[src/rtl/core/idrl_pkg.sv]
`timescale 1ns / 1ps
// ----------------------------------------------------------------------------
// Input delta rate limiter package
// Shared types and register indexes for the rate limiter block.
// ----------------------------------------------------------------------------
package idrl_pkg;

   localparam int CODE_REGS    = 4;
   localparam int STALE_SHIFT  = 2;   // stale age is four times the delay
   localparam int CSR_IDX_W    = 3;
   localparam int CSR_DATA_W   = 16;

   localparam logic [CSR_IDX_W-1:0] REG_ENABLE     = 3'd0;
   localparam logic [CSR_IDX_W-1:0] REG_MATCH_TYPE = 3'd1;
   localparam logic [CSR_IDX_W-1:0] REG_CODE_COUNT = 3'd2;
   localparam logic [CSR_IDX_W-1:0] REG_CODE_SLOT0 = 3'd3;
   localparam logic [CSR_IDX_W-1:0] REG_HOLDOFF    = 3'd7;

   localparam logic signed [15:0] SAT16_LO = 16'sh8000;
   localparam logic signed [15:0] SAT16_HI = 16'sh7fff;

   typedef struct packed {
      logic       enable;
      logic [7:0] match_type;
      logic [2:0] code_count;
   } cfg_type;

   // One classified event as it travels from the front to the back.
   typedef struct packed {
      logic               hit;      // event belongs to a limited slot
      logic               sync;
      logic signed [31:0] value;
      logic [31:0]        now_ms;
   } item_type;

endpackage

[src/rtl/core/idrl_front.sv]
`timescale 1ns / 1ps
// ----------------------------------------------------------------------------
// Rate limiter front end
// Classifies an incoming event: bypass, or the first code slot it matches.
// ----------------------------------------------------------------------------
module idrl_front #(
   parameter int SLOTS  = 4,
   parameter int SLOT_W = 2
) (
   input  idrl_pkg::cfg_type          cfg,
   input  logic [SLOTS-1:0][15:0]     codes,
   input  logic [7:0]                 event_type,
   input  logic [15:0]                event_code,
   input  logic signed [31:0]         event_value,
   input  logic                       event_sync,
   input  logic [31:0]                now_ms,
   output idrl_pkg::item_type         item,
   output logic [SLOT_W-1:0]          slot
);
   import idrl_pkg::*;

   logic found;

   // Scan from the top down so the lowest matching slot is the one kept.
   always_comb begin
      found = 1'b0;
      slot  = '0;
      for (int i = SLOTS - 1; i >= 0; i--) begin
         if (5'(i) < {2'b00, cfg.code_count} && codes[i] == event_code) begin
            found = 1'b1;
            slot  = SLOT_W'(i);
         end
      end
   end

   always_comb begin
      item.hit    = cfg.enable && (event_type == cfg.match_type) && found;
      item.sync   = event_sync;
      item.value  = event_value;
      item.now_ms = now_ms;
   end

endmodule

[src/rtl/core/idrl_queue.sv]
`timescale 1ns / 1ps
// ----------------------------------------------------------------------------
// Rate limiter decoupling queue
// Two-entry register queue between the front end and the slot engine.
// ----------------------------------------------------------------------------
module idrl_queue #(
   parameter int WIDTH = 8
) (
   input  logic             clock,
   input  logic             reset,
   input  logic             push,
   input  logic [WIDTH-1:0] push_data,
   output logic             full,
   input  logic             pop,
   output logic             not_empty,
   output logic [WIDTH-1:0] pop_data
);
   logic [1:0][WIDTH-1:0] entry_ff;
   logic                  wr_ptr_ff, wr_ptr_in;
   logic                  rd_ptr_ff, rd_ptr_in;
   logic [1:0]            count_ff, count_in;
   logic                  do_push, do_pop;

   assign full      = (count_ff == 2'd2);
   assign not_empty = (count_ff != 2'd0);
   assign pop_data  = entry_ff[rd_ptr_ff];
   assign do_push   = push && !full;
   assign do_pop    = pop && not_empty;

   always_comb begin
      wr_ptr_in = do_push ? !wr_ptr_ff : wr_ptr_ff;
      rd_ptr_in = do_pop ? !rd_ptr_ff : rd_ptr_ff;
      count_in  = count_ff;
      if (do_push && !do_pop) begin
         count_in = count_ff + 2'd1;
      end else if (do_pop && !do_push) begin
         count_in = count_ff - 2'd1;
      end
   end

   always_ff @(posedge clock) begin
      if (reset) begin
         wr_ptr_ff <= 1'b0;
         rd_ptr_ff <= 1'b0;
         count_ff  <= 2'd0;
      end else begin
         wr_ptr_ff <= wr_ptr_in;
         rd_ptr_ff <= rd_ptr_in;
         count_ff  <= count_in;
      end
   end

   always_ff @(posedge clock) begin
      if (do_push) begin
         entry_ff[wr_ptr_ff] <= push_data;
      end
   end

endmodule

[src/rtl/core/idrl_back.sv]
`timescale 1ns / 1ps
// ----------------------------------------------------------------------------
// Rate limiter slot engine
// Holds the per-slot remainder, sync and report time and forms each result.
// ----------------------------------------------------------------------------
module idrl_back #(
   parameter int SLOTS  = 4,
   parameter int SLOT_W = 2
) (
   input  logic                clock,
   input  logic                reset,
   input  logic                q_valid,
   input  idrl_pkg::item_type  item,
   input  logic [SLOT_W-1:0]   slot,
   input  logic [15:0]         holdoff,
   output logic                q_pop,
   output logic                rsp_valid,
   input  logic                rsp_ready,
   output logic signed [31:0]  rsp_value,
   output logic                rsp_sync,
   output logic                rsp_forward
);
   import idrl_pkg::*;

   logic signed [15:0] rem_ff [SLOTS];
   logic               held_ff [SLOTS];
   logic [31:0]        last_ff [SLOTS];

   logic               valid_ff, valid_in;
   logic signed [31:0] value_ff, value_in;
   logic               sync_ff, sync_in;
   logic               fwd_ff, fwd_in;

   logic [31:0]        age;
   logic               stale, soon;
   logic signed [15:0] rem_eff;
   logic               held_eff;
   logic signed [32:0] sum;
   logic signed [15:0] sat;

   assign q_pop       = q_valid && (!valid_ff || rsp_ready);
   assign rsp_valid   = valid_ff;
   assign rsp_value   = value_ff;
   assign rsp_sync    = sync_ff;
   assign rsp_forward = fwd_ff;

   always_comb begin
      age      = item.now_ms - last_ff[slot];
      stale    = age >= (32'(holdoff) << STALE_SHIFT);
      soon     = age < {16'd0, holdoff};
      rem_eff  = stale ? 16'sd0 : rem_ff[slot];
      held_eff = stale ? 1'b0 : held_ff[slot];
      sum      = 33'(item.value) + 33'(rem_eff);
      // Saturate to int16: the sum fits when all bits above bit 15 agree.
      if (sum < 33'(SAT16_LO)) begin
         sat = SAT16_LO;
      end else if (sum > 33'(SAT16_HI)) begin
         sat = SAT16_HI;
      end else begin
         sat = sum[15:0];
      end
   end

   always_comb begin
      valid_in = valid_ff;
      value_in = value_ff;
      sync_in  = sync_ff;
      fwd_in   = fwd_ff;
      if (rsp_ready) begin
         valid_in = 1'b0;
      end
      if (q_pop) begin
         valid_in = 1'b1;
         if (!item.hit) begin
            value_in = item.value;
            sync_in  = item.sync;
            fwd_in   = 1'b1;
         end else if (soon) begin
            value_in = 32'sd0;
            sync_in  = 1'b0;
            fwd_in   = 1'b0;
         end else begin
            value_in = 32'(sat);
            sync_in  = item.sync | held_eff;
            fwd_in   = 1'b1;
         end
      end
   end

   always_ff @(posedge clock) begin
      if (reset) begin
         valid_ff <= 1'b0;
      end else begin
         valid_ff <= valid_in;
      end
   end

   always_ff @(posedge clock) begin
      value_ff <= value_in;
      sync_ff  <= sync_in;
      fwd_ff   <= fwd_in;
   end

   always_ff @(posedge clock) begin
      if (reset) begin
         for (int i = 0; i < SLOTS; i++) begin
            rem_ff[i]  <= 16'sd0;
            held_ff[i] <= 1'b0;
            last_ff[i] <= 32'd0;
         end
      end else if (q_pop && item.hit) begin
         if (soon) begin
            rem_ff[slot]  <= sat;
            held_ff[slot] <= held_eff | item.sync;
         end else begin
            rem_ff[slot]  <= 16'sd0;
            held_ff[slot] <= 1'b0;
            last_ff[slot] <= item.now_ms;
         end
      end
   end

endmodule

[src/rtl/core/input_delta_rate_limiter.sv]
`timescale 1ns / 1ps
// ----------------------------------------------------------------------------
// Input delta rate limiter
// Holds back events of one type and a few codes until a minimum time has
// passed, summing the held deltas into the next report that goes through.
// ----------------------------------------------------------------------------
// The block takes one event per clock while its queue has room, and returns
// exactly one result per event, in order. The front end classifies each
// event and writes it into a two-entry queue; the slot engine reads one
// entry per cycle while its result register is free or being taken, updates
// that slot's remainder, sync and report time in the same cycle and registers
// the result, so events of the same code may follow each other directly. With
// no back pressure the rate is one event per cycle. Configuration must only
// be written while no event is in flight.
// ----------------------------------------------------------------------------
module input_delta_rate_limiter #(
   parameter int SLOTS = 4
) (
   input  logic                              clock,
   input  logic                              reset,
   // csr_index selects the register, csr_wdata carries its value.
   input  logic                              csr_we,
   input  logic [idrl_pkg::CSR_IDX_W-1:0]    csr_index,
   input  logic [idrl_pkg::CSR_DATA_W-1:0]   csr_wdata,
   input  logic                              req_tvalid,
   output logic                              req_tready,
   input  logic [79:0]                       req_tdata,  // event_code, event_value, now_ms
   input  logic [7:0]                        req_tuser,  // event_type
   input  logic                              req_tlast,  // event_sync
   output logic                              rsp_tvalid,
   input  logic                              rsp_tready,
   output logic [31:0]                       rsp_tdata,  // out_value
   output logic                              rsp_tuser,  // forward
   output logic                              rsp_tlast   // out_sync
);
   import idrl_pkg::*;

   localparam int SLOT_W = (SLOTS > 1) ? $clog2(SLOTS) : 1;
   localparam int ITEM_W = $bits(item_type);
   localparam int Q_W    = ITEM_W + SLOT_W;

   cfg_type                cfg_ff;
   logic [SLOTS-1:0][15:0] codes_ff;
   logic [15:0]            delay_ff;

   item_type               f_item, b_item;
   logic [SLOT_W-1:0]      f_slot, b_slot;
   logic                   q_full, q_valid, q_pop;
   logic [Q_W-1:0]         q_out;
   logic signed [31:0]     out_value;

   always_ff @(posedge clock) begin
      if (reset) begin
         cfg_ff   <= '0;
         codes_ff <= '0;
         delay_ff <= 16'd0;
      end else if (csr_we) begin
         case (csr_index)
            REG_ENABLE:     cfg_ff.enable     <= csr_wdata[0];
            REG_MATCH_TYPE: cfg_ff.match_type <= csr_wdata[7:0];
            REG_CODE_COUNT: cfg_ff.code_count <= csr_wdata[2:0];
            REG_HOLDOFF:    delay_ff          <= csr_wdata;
            default: begin
               // Code slot registers; slots beyond the block's size drop the write.
               for (int k = 0; k < SLOTS; k++) begin
                  if (k < CODE_REGS && csr_index == REG_CODE_SLOT0 + CSR_IDX_W'(k)) begin
                     codes_ff[k] <= csr_wdata;
                  end
               end
            end
         endcase
      end
   end

   idrl_front #(
      .SLOTS  (SLOTS),
      .SLOT_W (SLOT_W)
   ) u_front (
      .cfg         (cfg_ff),
      .codes       (codes_ff),
      .event_type  (req_tuser),
      .event_code  (req_tdata[15:0]),
      .event_value (req_tdata[47:16]),
      .event_sync  (req_tlast),
      .now_ms      (req_tdata[79:48]),
      .item        (f_item),
      .slot        (f_slot)
   );

   assign req_tready = !q_full;

   idrl_queue #(
      .WIDTH (Q_W)
   ) u_queue (
      .clock     (clock),
      .reset     (reset),
      .push      (req_tvalid),
      .push_data ({f_item, f_slot}),
      .full      (q_full),
      .pop       (q_pop),
      .not_empty (q_valid),
      .pop_data  (q_out)
   );

   assign b_item = q_out[Q_W-1:SLOT_W];
   assign b_slot = q_out[SLOT_W-1:0];

   idrl_back #(
      .SLOTS  (SLOTS),
      .SLOT_W (SLOT_W)
   ) u_back (
      .clock       (clock),
      .reset       (reset),
      .q_valid     (q_valid),
      .item        (b_item),
      .slot        (b_slot),
      .holdoff     (delay_ff),
      .q_pop       (q_pop),
      .rsp_valid   (rsp_tvalid),
      .rsp_ready   (rsp_tready),
      .rsp_value   (out_value),
      .rsp_sync    (rsp_tlast),
      .rsp_forward (rsp_tuser)
   );

   assign rsp_tdata = out_value;

endmodule

[config.mk]
export PLATFORM = sky130hd
export DESIGN_NAME = input_delta_rate_limiter
export DESIGN_NICKNAME = d
export VERILOG_FILES = /design/src/rtl/core/idrl_pkg.sv /design/src/rtl/core/idrl_front.sv /design/src/rtl/core/idrl_queue.sv /design/src/rtl/core/idrl_back.sv /design/src/rtl/core/input_delta_rate_limiter.sv
export SDC_FILE = /design/constraint.sdc
export NUM_CORES = 1
export LEC_CHECK = 0
export BUFFER_PORTS_ARGS = -buffer_cell sky130_fd_sc_hd__buf_2
export CELL_PAD_IN_SITES_DETAIL_PLACEMENT = 1
export CELL_PAD_IN_SITES_GLOBAL_PLACEMENT = 1
export CORE_MARGIN = 10
export CORE_UTILIZATION = 50
export CTS_CLUSTER_SIZE = 16
export DETAILED_ROUTE_END_ITERATION = 12
export PLACE_DENSITY = 0.77
export SKIP_CTS_REPAIR_TIMING = 1
export SLEW_MARGIN = 25
export SYNTH_ARGS = -nofsm -noshare
export SYNTH_HDL_FRONTEND = slang
export SYNTH_HIERARCHICAL = 1
export SYNTH_SLANG_ARGS = --single-unit
[constraint.sdc]
create_clock -name clock -period 11.7 [get_ports clock]
set_clock_uncertainty 0.15 [all_clocks]
set_input_delay 2.925 -clock clock [delete_from_list [all_inputs] [get_ports clock]]
set_output_delay 2.925 -clock clock [all_outputs]
set_load 0.1 [all_outputs]
== Word level (Yosys, flattened, before mapping) ==
Memory sizes are Yosys's and may differ from the RTL's.
Index checks and enable logic that the tools add are counted.
Storage, ports and cells
  register bits: 267
  latch bits: 0
  bits in writable memories: 196
  ROM bits: 0
  bits of input ports: 113
  output and inout port bits: 36
  word-level logic and storage cells: 134
  memories: 3
Memories
  u_back.last_ff: depth 4, bits a word 32, read ports 1, clocked after Yosys merged registers in 0, write ports 4, RTL line idrl_back.sv:27  | logic [31:0] last_ff [SLOTS];
  u_back.rem_ff: depth 4, bits a word 16, read ports 1, clocked after Yosys merged registers in 0, write ports 4, RTL line idrl_back.sv:25  | logic signed [15:0] rem_ff [SLOTS];
  u_back.held_ff: depth 4, bits a word 1, read ports 1, clocked after Yosys merged registers in 0, write ports 4, RTL line idrl_back.sv:26  | logic held_ff [SLOTS];
Operators by class
  $add $sub $neg: 4
  multipliers: 0
  divide/modulo/power cells: 0
  order comparisons: 11
  eq/ne operators: 13
  shifts and indexed selects: 0
  muxes and demuxes: 46
  bitwise operators: 4
  reductions and logical operators: 36
Operators by type and width (count)
  two-way mux 68 bit: 3
  bitwise mux 136 bit: 1
  two-way mux 32 bit: 3
  two-way mux 16 bit: 5
  demux 68 bit (select 1 bit): 1
  equality test 16 bit: 4
  adder 32 x 16 -> 33 bit: 1
  > comparator 33 x 16 -> 1 bit, second input constant: 1
  less-than comparator 33 x 16 -> 1 bit, second input constant: 1
  greater-or-equal comparator 32 x 18 -> 1 bit: 1
  less-than comparator 32 x 16 -> 1 bit: 1
  OR reduction 32 bit: 1
  subtractor 32 bit: 1
  two-way mux 1 bit: 24
  two-way mux 2 bit: 9
  OR reduction 16 bit: 1
  logical AND 1 bit: 13
  equality test 3 bit, second input constant: 4
  AND reduction 3 bit: 4
  equality test 8 bit: 1
  AND reduction 2 bit: 4
  equality test 3 x 2 -> 1 bit, second input constant: 2
  zero test 1 bit: 6
  less-than comparator 1 x 3 -> 1 bit, first input constant: 2
  other kinds (14): 20

== Longest topological paths before layout ==
Gate-level depths: netlist of run 1.
An unclocked memory read counts as a cell.
  depth in word-level cells: 12
  depth in mapped cells: 40
  mapped depth without buffers: 32

== Hierarchy ==
Netlist of run 1, hierarchy kept.
Modules (own cells, without submodules)
  idrl_back: times used 1, cells an instance 1427, area an instance 15349.7 um2, seq. area each 6926.6 um2
  idrl_queue: times used 1, cells an instance 235, area an instance 5142.4 um2, seq. area each 4164.0 um2
  input_delta_rate_limiter: times used 1, cells an instance 329, area an instance 3752.3 um2, seq. area each 1841.8 um2
  idrl_front: times used 1, cells an instance 172, area an instance 1353.8 um2, seq. area each 0.0 um2

== Least setup slack after synthesis of run 1 ==
No wires, ideal clock.
  kind: register to register
  start point: register u_queue.rd_ptr_ff
  end point: memory u_back.rem_ff[2][11], data pin
  setup time: 0.269 ns
  data arrival time: 8.383 ns
  data required time: 11.281 ns
  slack: 2.898 ns
  stages on the path, launching flop included: 39
  buffers on the path: 8
  clock period less this slack: 8.802 ns
  cell sequence: dfxtp_1 buf_6 buf_2 mux2_2 clkbuf_1 clkbuf_1 clkbuf_1 mux4_2 ha_1 inv_1 fa_1 a21oi_1 o211ai_2 a21o_1 a21oi_1 o21ai_0 xor2_1 ha_1 [... 3 more ...] a211oi_1 o21ai_0 a31oi_1 clkbuf_1 and3_1 ha_1 clkbuf_1 a21oi_1 o21ai_0 a21oi_1 o21ai_0 or3_1 a2bb2o_1 nor4b_1 nand4_1 buf_4 a21oi_2 nor3_1
RTL lines
  from (decl): RTL line idrl_queue.sv:20  | logic rd_ptr_ff, rd_ptr_in;
  from (signal assigned): RTL line idrl_queue.sv:48  | rd_ptr_ff <= rd_ptr_in;
  to (decl): RTL line idrl_back.sv:25

==> results of run 1 <==
-- cells by family (layout without fill, tap and decap cells) --
family | after synthesis | after routing | share of synthesized area (%)
flip-flops | 463 | 463 | 50.5
other | 0 | 1 | 0
XOR/XNOR | 118 | 118 | 4.04
multiplexers | 212 | 212 | 11.1
AND/OR/NAND/NOR | 646 | 646 | 14.6
adder cells (fa/ha/maj) | 98 | 98 | 4.85
buffers and inverters | 269 | 350 | 5.68
AO/OA/AOI/OAI | 357 | 357 | 9.20
-- final cells by class --
class,instances,share of cell area [%]
Antenna cell,1,0.00896
Clock buffer,63,4.73
Clock inverter,28,0.959
Inverter,88,1.19
Multi-Input combinational cell,1431,40.4
Sequential cell,463,46.3
Tap cell,672,3.01
Timing Repair Buffer,171,3.38
-- power by group through the flow --
stage / Sequential (mW) / Clock (mW) / Combinational [mW]
after floorplan: 2.55 / 0 / 2.02
after global placement: 2.15 / 0 / 3.14
after detailed placement: 2.15 / 0 / 3.25
after CTS: 2.13 / 1.59 / 3.28
after global routing: 2.14 / 1.66 / 3.59
final: 2.12 / 1.57 / 3.29
-- per-layer routing --
metal,up-vias,track usage [%]
met5,-,0
met4,2,6.71
met3,125,4.07
met2,460,40.8
met1,8896,29.6
li1,7995,-
-- flip-flops by register name, summed over array words and instances, names as in the netlist, 2 cells and up --
name and cells:
cfg_ff 12, codes_ff 64, delay_ff 16, u_back/held_ff 4, u_back/last_ff 128, u_back/rem_ff 64, u_back/rsp_value 32, u_queue/count_ff 2
u_queue/entry_ff 136
-- path summary, 6_finish.rpt --
| check | start | to | slack [ns] | depth (start not counted) |
|---|---|---|---|---|
| worst min register to register | delay_ff[12] | delay_ff[12] | 0.33 | 2 |
| worst min-delay path | delay_ff[12] | delay_ff[12] | 0.33 | 2 |
| worst max-delay path | u_queue/rd_ptr_ff | u_back/rem_ff[1][8] | 1.34 | 27 |
| worst max register to register | u_queue/rd_ptr_ff | u_back/rem_ff[1][8] | 1.34 | 27 |
-- critical path: stages (launching register included) --
cell	delay, ns
dfxtp_4	0.78
mux2_4	0.59
buf_4	0.63
mux4_2	0.58
inv_1	0.07
ha_1	0.32
a21oi_1	0.14
o21ai_0	0.55
a21boi_0	0.21
o21ai_0	0.48
nor4bb_1	0.35
a211oi_1	0.12
nor4b_4	0.35
buf_4	0.27
and3_1	0.69
ha_1	0.46
a21oi_1	0.27
o21ai_1	0.20
a21oi_1	0.35
nand2b_1	0.17
o21ai_1	0.17
a21oi_1	0.08
o21ai_0	0.23
a31oi_2	0.11
buf_4	0.26
o211ai_4	0.82
buf_4	0.44
nor3_1	0.11
-- metrics by stage --
| stage | cells | power [mW] |
|---|---|---|
| floorplan | 2163 | 4.57 |
| global placement | 2822 | 5.29 |
| detailed placement | 2825 | 5.41 |
| CTS | 2916 | 7.00 |
| global route | 2916 | 7.39 |
| finish | 2917 | 6.99 |
-- synth_stat cells (16+ instances only) --
| library cell | number | area [um2] |
|---|---|---|
| nand2b_1 | 118 | 738 |
| xnor2_1 | 64 | 561 |
| ha_1 | 96 | 1200 |
| o21ai_0 | 82 | 410 |
| mux2_2 | 60 | 676 |
| buf_6 | 16 | 180 |
| o211ai_1 | 17 | 128 |
| dfxtp_1 | 97 | 1940 |
| mux2i_1 | 94 | 941 |
| nand3_1 | 27 | 135 |
| nor2_1 | 73 | 274 |
| mux4_2 | 48 | 1080 |
| nand4_1 | 32 | 200 |
| a21oi_1 | 101 | 505 |
| and2_1 | 101 | 632 |
| buf_2 | 24 | 120 |
| edfxtp_1 | 366 | 11000 |
| inv_1 | 88 | 330 |
| nor3_1 | 63 | 315 |
| xor2_1 | 54 | 473 |
| and3_1 | 50 | 313 |
| nand2_1 | 89 | 334 |
| clkbuf_1 | 62 | 233 |
| buf_4 | 74 | 556 |
==> results.yml, run 1 <==
run_status:
  status: "finished, final reports clean"
routing:
  num_vias: 17478
  routed-wl-met2_um: 35900
  initialDrtViolationCount: 1339
  wire_per_inst_um: 24.6
  route.met3.wl_um: 3670
  dr.max_layer_used: "met5"
  totalWireLength_um: 71800
  first_pass_iters: 5
  drc: 0
  postRouteAntennaNets: 0
  vias_per_cell: 5.99
  wl_met1_um: 30300
timing:
  whs_ns: 0.328
  timing.fmax_mhz: 96.5
  maxSlewHeadroom_pct: 30.0
  setup_ws_ns: 1.34
  fin_tns_setup_ns: 0
  report.final.slew_viol_count: 0
  tightest_slew_ns: 1.05
  period_needed_ns: 10.36
  rsz0062_at_grt: "false"
  setup_viol: 0
  finalCritPeriodShare_pct: 88.6
  hold_viol: 0
cts:
  cts.htree.levels: 2
  cts_tree: "built"
  cts_buffer_depth: 3
  path_clk_slew_ns: 0.06
  cts_inserted_buffers: 50
  root_buffer: "clkbuf_16"
  cts.sinks: 463
  clock_latency_ns: 0.61
finish:
  layout_commonest_cell: "edfxtp_1"
  num-fill-cells: 5142
  final_layout_size_suffix_gt1_share_pct: 18.7
  multiInputGateArea_um2: 11300
  layout_common_cells: "edfxtp_1, buf_2, nand2b_1"
  seqCellArea_um2: 12900
  fin_area_um2: 27900
  nets: 2416
  post-route-util_pct: 55.4
  area_growth_syn_to_layout_pct: 9.11
placed_design:
  post-dp-hpwl_um: 49800
  postPlaceCellArea_um2: 26300
  place_ws_ns: 1.38
  io_buffers: 148
  gp_routability_congestion: 0.923
grt:
  antenna_found_initial: 4
  grt_usage_pct: 23.5
  grt_max_degree: 84
  grt_pass1_vias: 19003
  grt_pass1_wl_um: 111000
  overflow: 0
synth:
  synth-seq-area-share_pct: 50.5
  syn_avg_cell_area_um2: 11.8
  ys_ff_latch: 463
  ys.flop_type: "edfxtp_1"
  synth_edf_count: 366
  synth_area_um2: 25600
  syn_inst: 2163
  async_flop_share_pct: 0
  syn-num-nets: 2374
  synth.distinct_cells: 93
  yosysWarningCount: 6
floorplanning:
  initial_utilization_pct: 50.8
  die_x_um: 246
  die_h_um: 246
  core-area_um2: 50400
  rows: 82
  die_area_um2: 60600
  num_io_pins: 149
worst_setup_path:
  arrival_ns: 10.52
  criticalPathCategory: "reg -> reg"
  crit_fanout: 37
  end_kind: "flop"
  required_ns: 11.86
  crit_path_start_kind: "flop"
power_and_ir_drop:
  p_comb_share_pct: 47.2
  sw_frac_of_total_pct: 42.7
  clockPowerShare_pct: 22.4
  power.internal_mw: 4.00
  p_leak_nw: 10.8
  power_density_nw_per_um2: 250
  p_seq_share_pct: 30.4
  p_sw_mw: 2.99
  vdd.ir_drop.worst_mv: 0.371
flow_run:
  drv_cap: 0
worst_hold_path:
  hold_class: "reg -> reg"
(Power assumes the default switching activity.)
==> inputs of run 2 (changes only) <==
Settings changed: ABC_AREA from default to 1, CORE_UTILIZATION 50 to 46.
==> run 2 against run 1 <==
  * Area after synthesis is 3.6% higher
  * Total power is 12% higher
  * Setup slack better by 0.24 ns
  * Cell area is 3.8% higher
  * Maximum frequency is 2.3% higher
  * Die area is 12% higher
  * Sequential share of layout area is 1.7 points lower
  * Worst hold slack better by 0.0018 ns
  * Count of clock-buffer cells in the layout is 2 lower
  * Critical endpoint is now u_back/rem_ff[0][2]
  * Largest cell class unchanged
==> results.yml, run 2 <==
synth:
  syn_avg_cell_area_um2: 7.83
  synth_edf_count: 366
  async_flop_share_pct: 0
  synth_area_um2: 26500
  synth.distinct_cells: 51
  synthTopCellsByCount: "nand2_1, nor2_1, inv_1, edfxtp_1, nand3_1"
  ys_ff_latch: 463
  yosysWarningCount: 6
  synth_top_area_share_pct: 41.4
  yosysMostFrequentCell: "nand2_1"
  syn-num-nets: 3599
  synth-seq-area-share_pct: 48.8
  ys.flop_type: "edfxtp_1"
  synth_area_leader_cell: "edfxtp_1"
  ys_top_cells_by_area: "edfxtp_1, nand2_1, nor2_1, dfxtp_1, inv_1"
  syn_inst: 3388
timing:
  setup_viol: 0
  timing.fmax_mhz: 98.8
  report.final.slew_viol_count: 0
  finalCritPeriodShare_pct: 86.5
  maxSlewHeadroom_pct: 28.8
  hold_viol: 0
  fin_tns_setup_ns: 0
  whs_ns: 0.330
  rsz0062_at_grt: "false"
  period_needed_ns: 10.13
  tightest_slew_ns: 1.07
floorplanning:
  die_x_um: 260
  die_h_um: 260
  die_area_um2: 67700
  core-area_um2: 56700
  num_io_pins: 149
  rows: 87
  initial_utilization_pct: 46.8
worst_setup_path:
  worst_path_most_repeated_cell: "nand2_1"
  cp_slowest_stage_delay_ns: 0.73
  required_ns: 11.85
  criticalPathCategory: "reg -> reg"
  r2r_setup_slack_ns: 1.57
  crit_path_start_kind: "flop"
  arrival_ns: 10.28
  crit_fanout: 40
  cp_slowest_cell: "dfxtp_2"
  end_kind: "flop"
routing:
  postRouteAntennaNets: 0
  num_vias: 22633
  drc: 0
  first_pass_iters: 5
  initialDrtViolationCount: 1381
  wire_per_inst_um: 20.5
  vias_per_cell: 5.34
  totalWireLength_um: 86800
grt:
  grt_usage_pct: 25.3
  grt_pass1_wl_um: 135000
  antenna_found_initial: 9
  grt_pass1_vias: 23888
  overflow: 0
  grt_max_degree: 93
placed_design:
  dp.cells: 4149
  postPlaceCellArea_um2: 27400
  io_buffers: 148
  gp_routability_congestion: 0.943
  post-dp-hpwl_um: 62800
cts:
  cts_inserted_buffers: 50
  cts_tree: "built"
  clock_latency_ns: 0.60
  root_buffer: "clkbuf_16"
  path_clk_slew_ns: 0.06
  cts.htree.levels: 2
  cts.sinks: 463
  cts_buffer_depth: 3
power_and_ir_drop:
  p_leak_nw: 13.3
  power.internal_mw: 4.06
  p_sw_mw: 3.78
  p_comb_share_pct: 53.1
  sw_frac_of_total_pct: 48.2
  clockPowerShare_pct: 19.6
  p_seq_share_pct: 27.2
  power_density_nw_per_um2: 270
  vdd.ir_drop.worst_mv: 0.236
finish:
  area_growth_syn_to_layout_pct: 9.28
  layout_commonest_cell: "nand2_1"
  largest_register_ffs: 136
  largest_register: "u_queue/entry_ff"
  nets: 3657
  top_regs: "u_queue/entry_ff: 136 flops, u_back/last_ff: 128 flops"
  fin_area_um2: 29000
  final_layout_size_suffix_gt1_share_pct: 9.24
  fin_cells: 4242
  layout_common_cells: "nand2_1, nor2_1, inv_1"
flow_run:
  drv_cap: 0
worst_hold_path:
  hold_class: "reg -> reg"
run_status:
  status: "finished, final reports clean"
run 2: cell types whose count changed in the layout (fill, tap and decap cells not counted), moves of 94 or more:
cell      delta
nor2_1     +525
nand3_1    +178
mux2i_1     -94
nand2_1    +983
inv_1      +314
nand2b_1   -115
run 2: power by group through the flow:
| stage | combinational [mW] | clock, mW | sequential (mW) |
|---|---|---|---|
| global placement | 3.98 | 0 | 2.16 |
| global route | 4.62 | 1.63 | 2.15 |
| detailed placement | 4.12 | 0 | 2.17 |
| finish | 4.17 | 1.54 | 2.14 |
| floorplan | 2.50 | 0 | 2.59 |
| CTS | 4.16 | 1.56 | 2.14 |
run 2: layer usage:
metal	routed length (um)	vias up	global-route usage (%)	part of all wire, %
li1	-	10832	-	-
met1	37000	11114	31.4	43
met2	42900	523	44.4	49
met3	4050	150	3.40	4.7
met4	2820	14	8.80	3.2
met5	98	-	0	0.11
run 2: final timing paths:
| kind | from | cells after the start | endpoint |
|---|---|---|---|
| setup / recovery | u_queue/rd_ptr_ff | 45 | u_back/rem_ff[0][2] |
| setup reg to reg | u_queue/rd_ptr_ff | 45 | u_back/rem_ff[0][2] |
| hold reg to reg | delay_ff[11] | 2 | delay_ff[11] |
| hold / removal | delay_ff[11] | 2 | delay_ff[11] |
run 2: worst max-delay path: cells and delay by family (launching register included):
family          cells  cell delay, ns
flops               1            0.73
simple gates       29            4.29
compound gates      5            1.22
buf+inv             6            1.73
xor+xnor            1            0.20
fa+ha+maj           4            1.43
run 2: cell type report:
class	count	area (um2)
Multi-Input combinational cell	2320	11000
Inverter	438	1650
Timing Repair Buffer	173	948
Tap cell	756	946
Sequential cell	463	12900
Clock inverter	28	262
Antenna cell	3	7.51
Clock buffer	61	1290
Fill cell	6981	27700
run 2: cells by family after synthesis:
logic type,count (synthesis),synth area share [%]
buffers and inverters,605,10.1
adder cells (fa/ha/maj),98,4.68
AO/OA/AOI/OAI,153,3.78
AND/OR/NAND/NOR,2024,31.2
flip-flops,463,48.8
XOR/XNOR,45,1.49
run 2: per-stage QoR:
step / total power, mW / worst slack [ns] / util [%]
after detailed placement: 6.29 / 1.55 / 48.3
after global routing: 8.40 / 0.754 / 51.1
after global placement: 6.14 / 1.84 / 48.3
after floorplan: 5.09 / 4.13 / -
after CTS: 7.87 / 1.48 / 51.0
final: 7.84 / 1.57 / 51.1
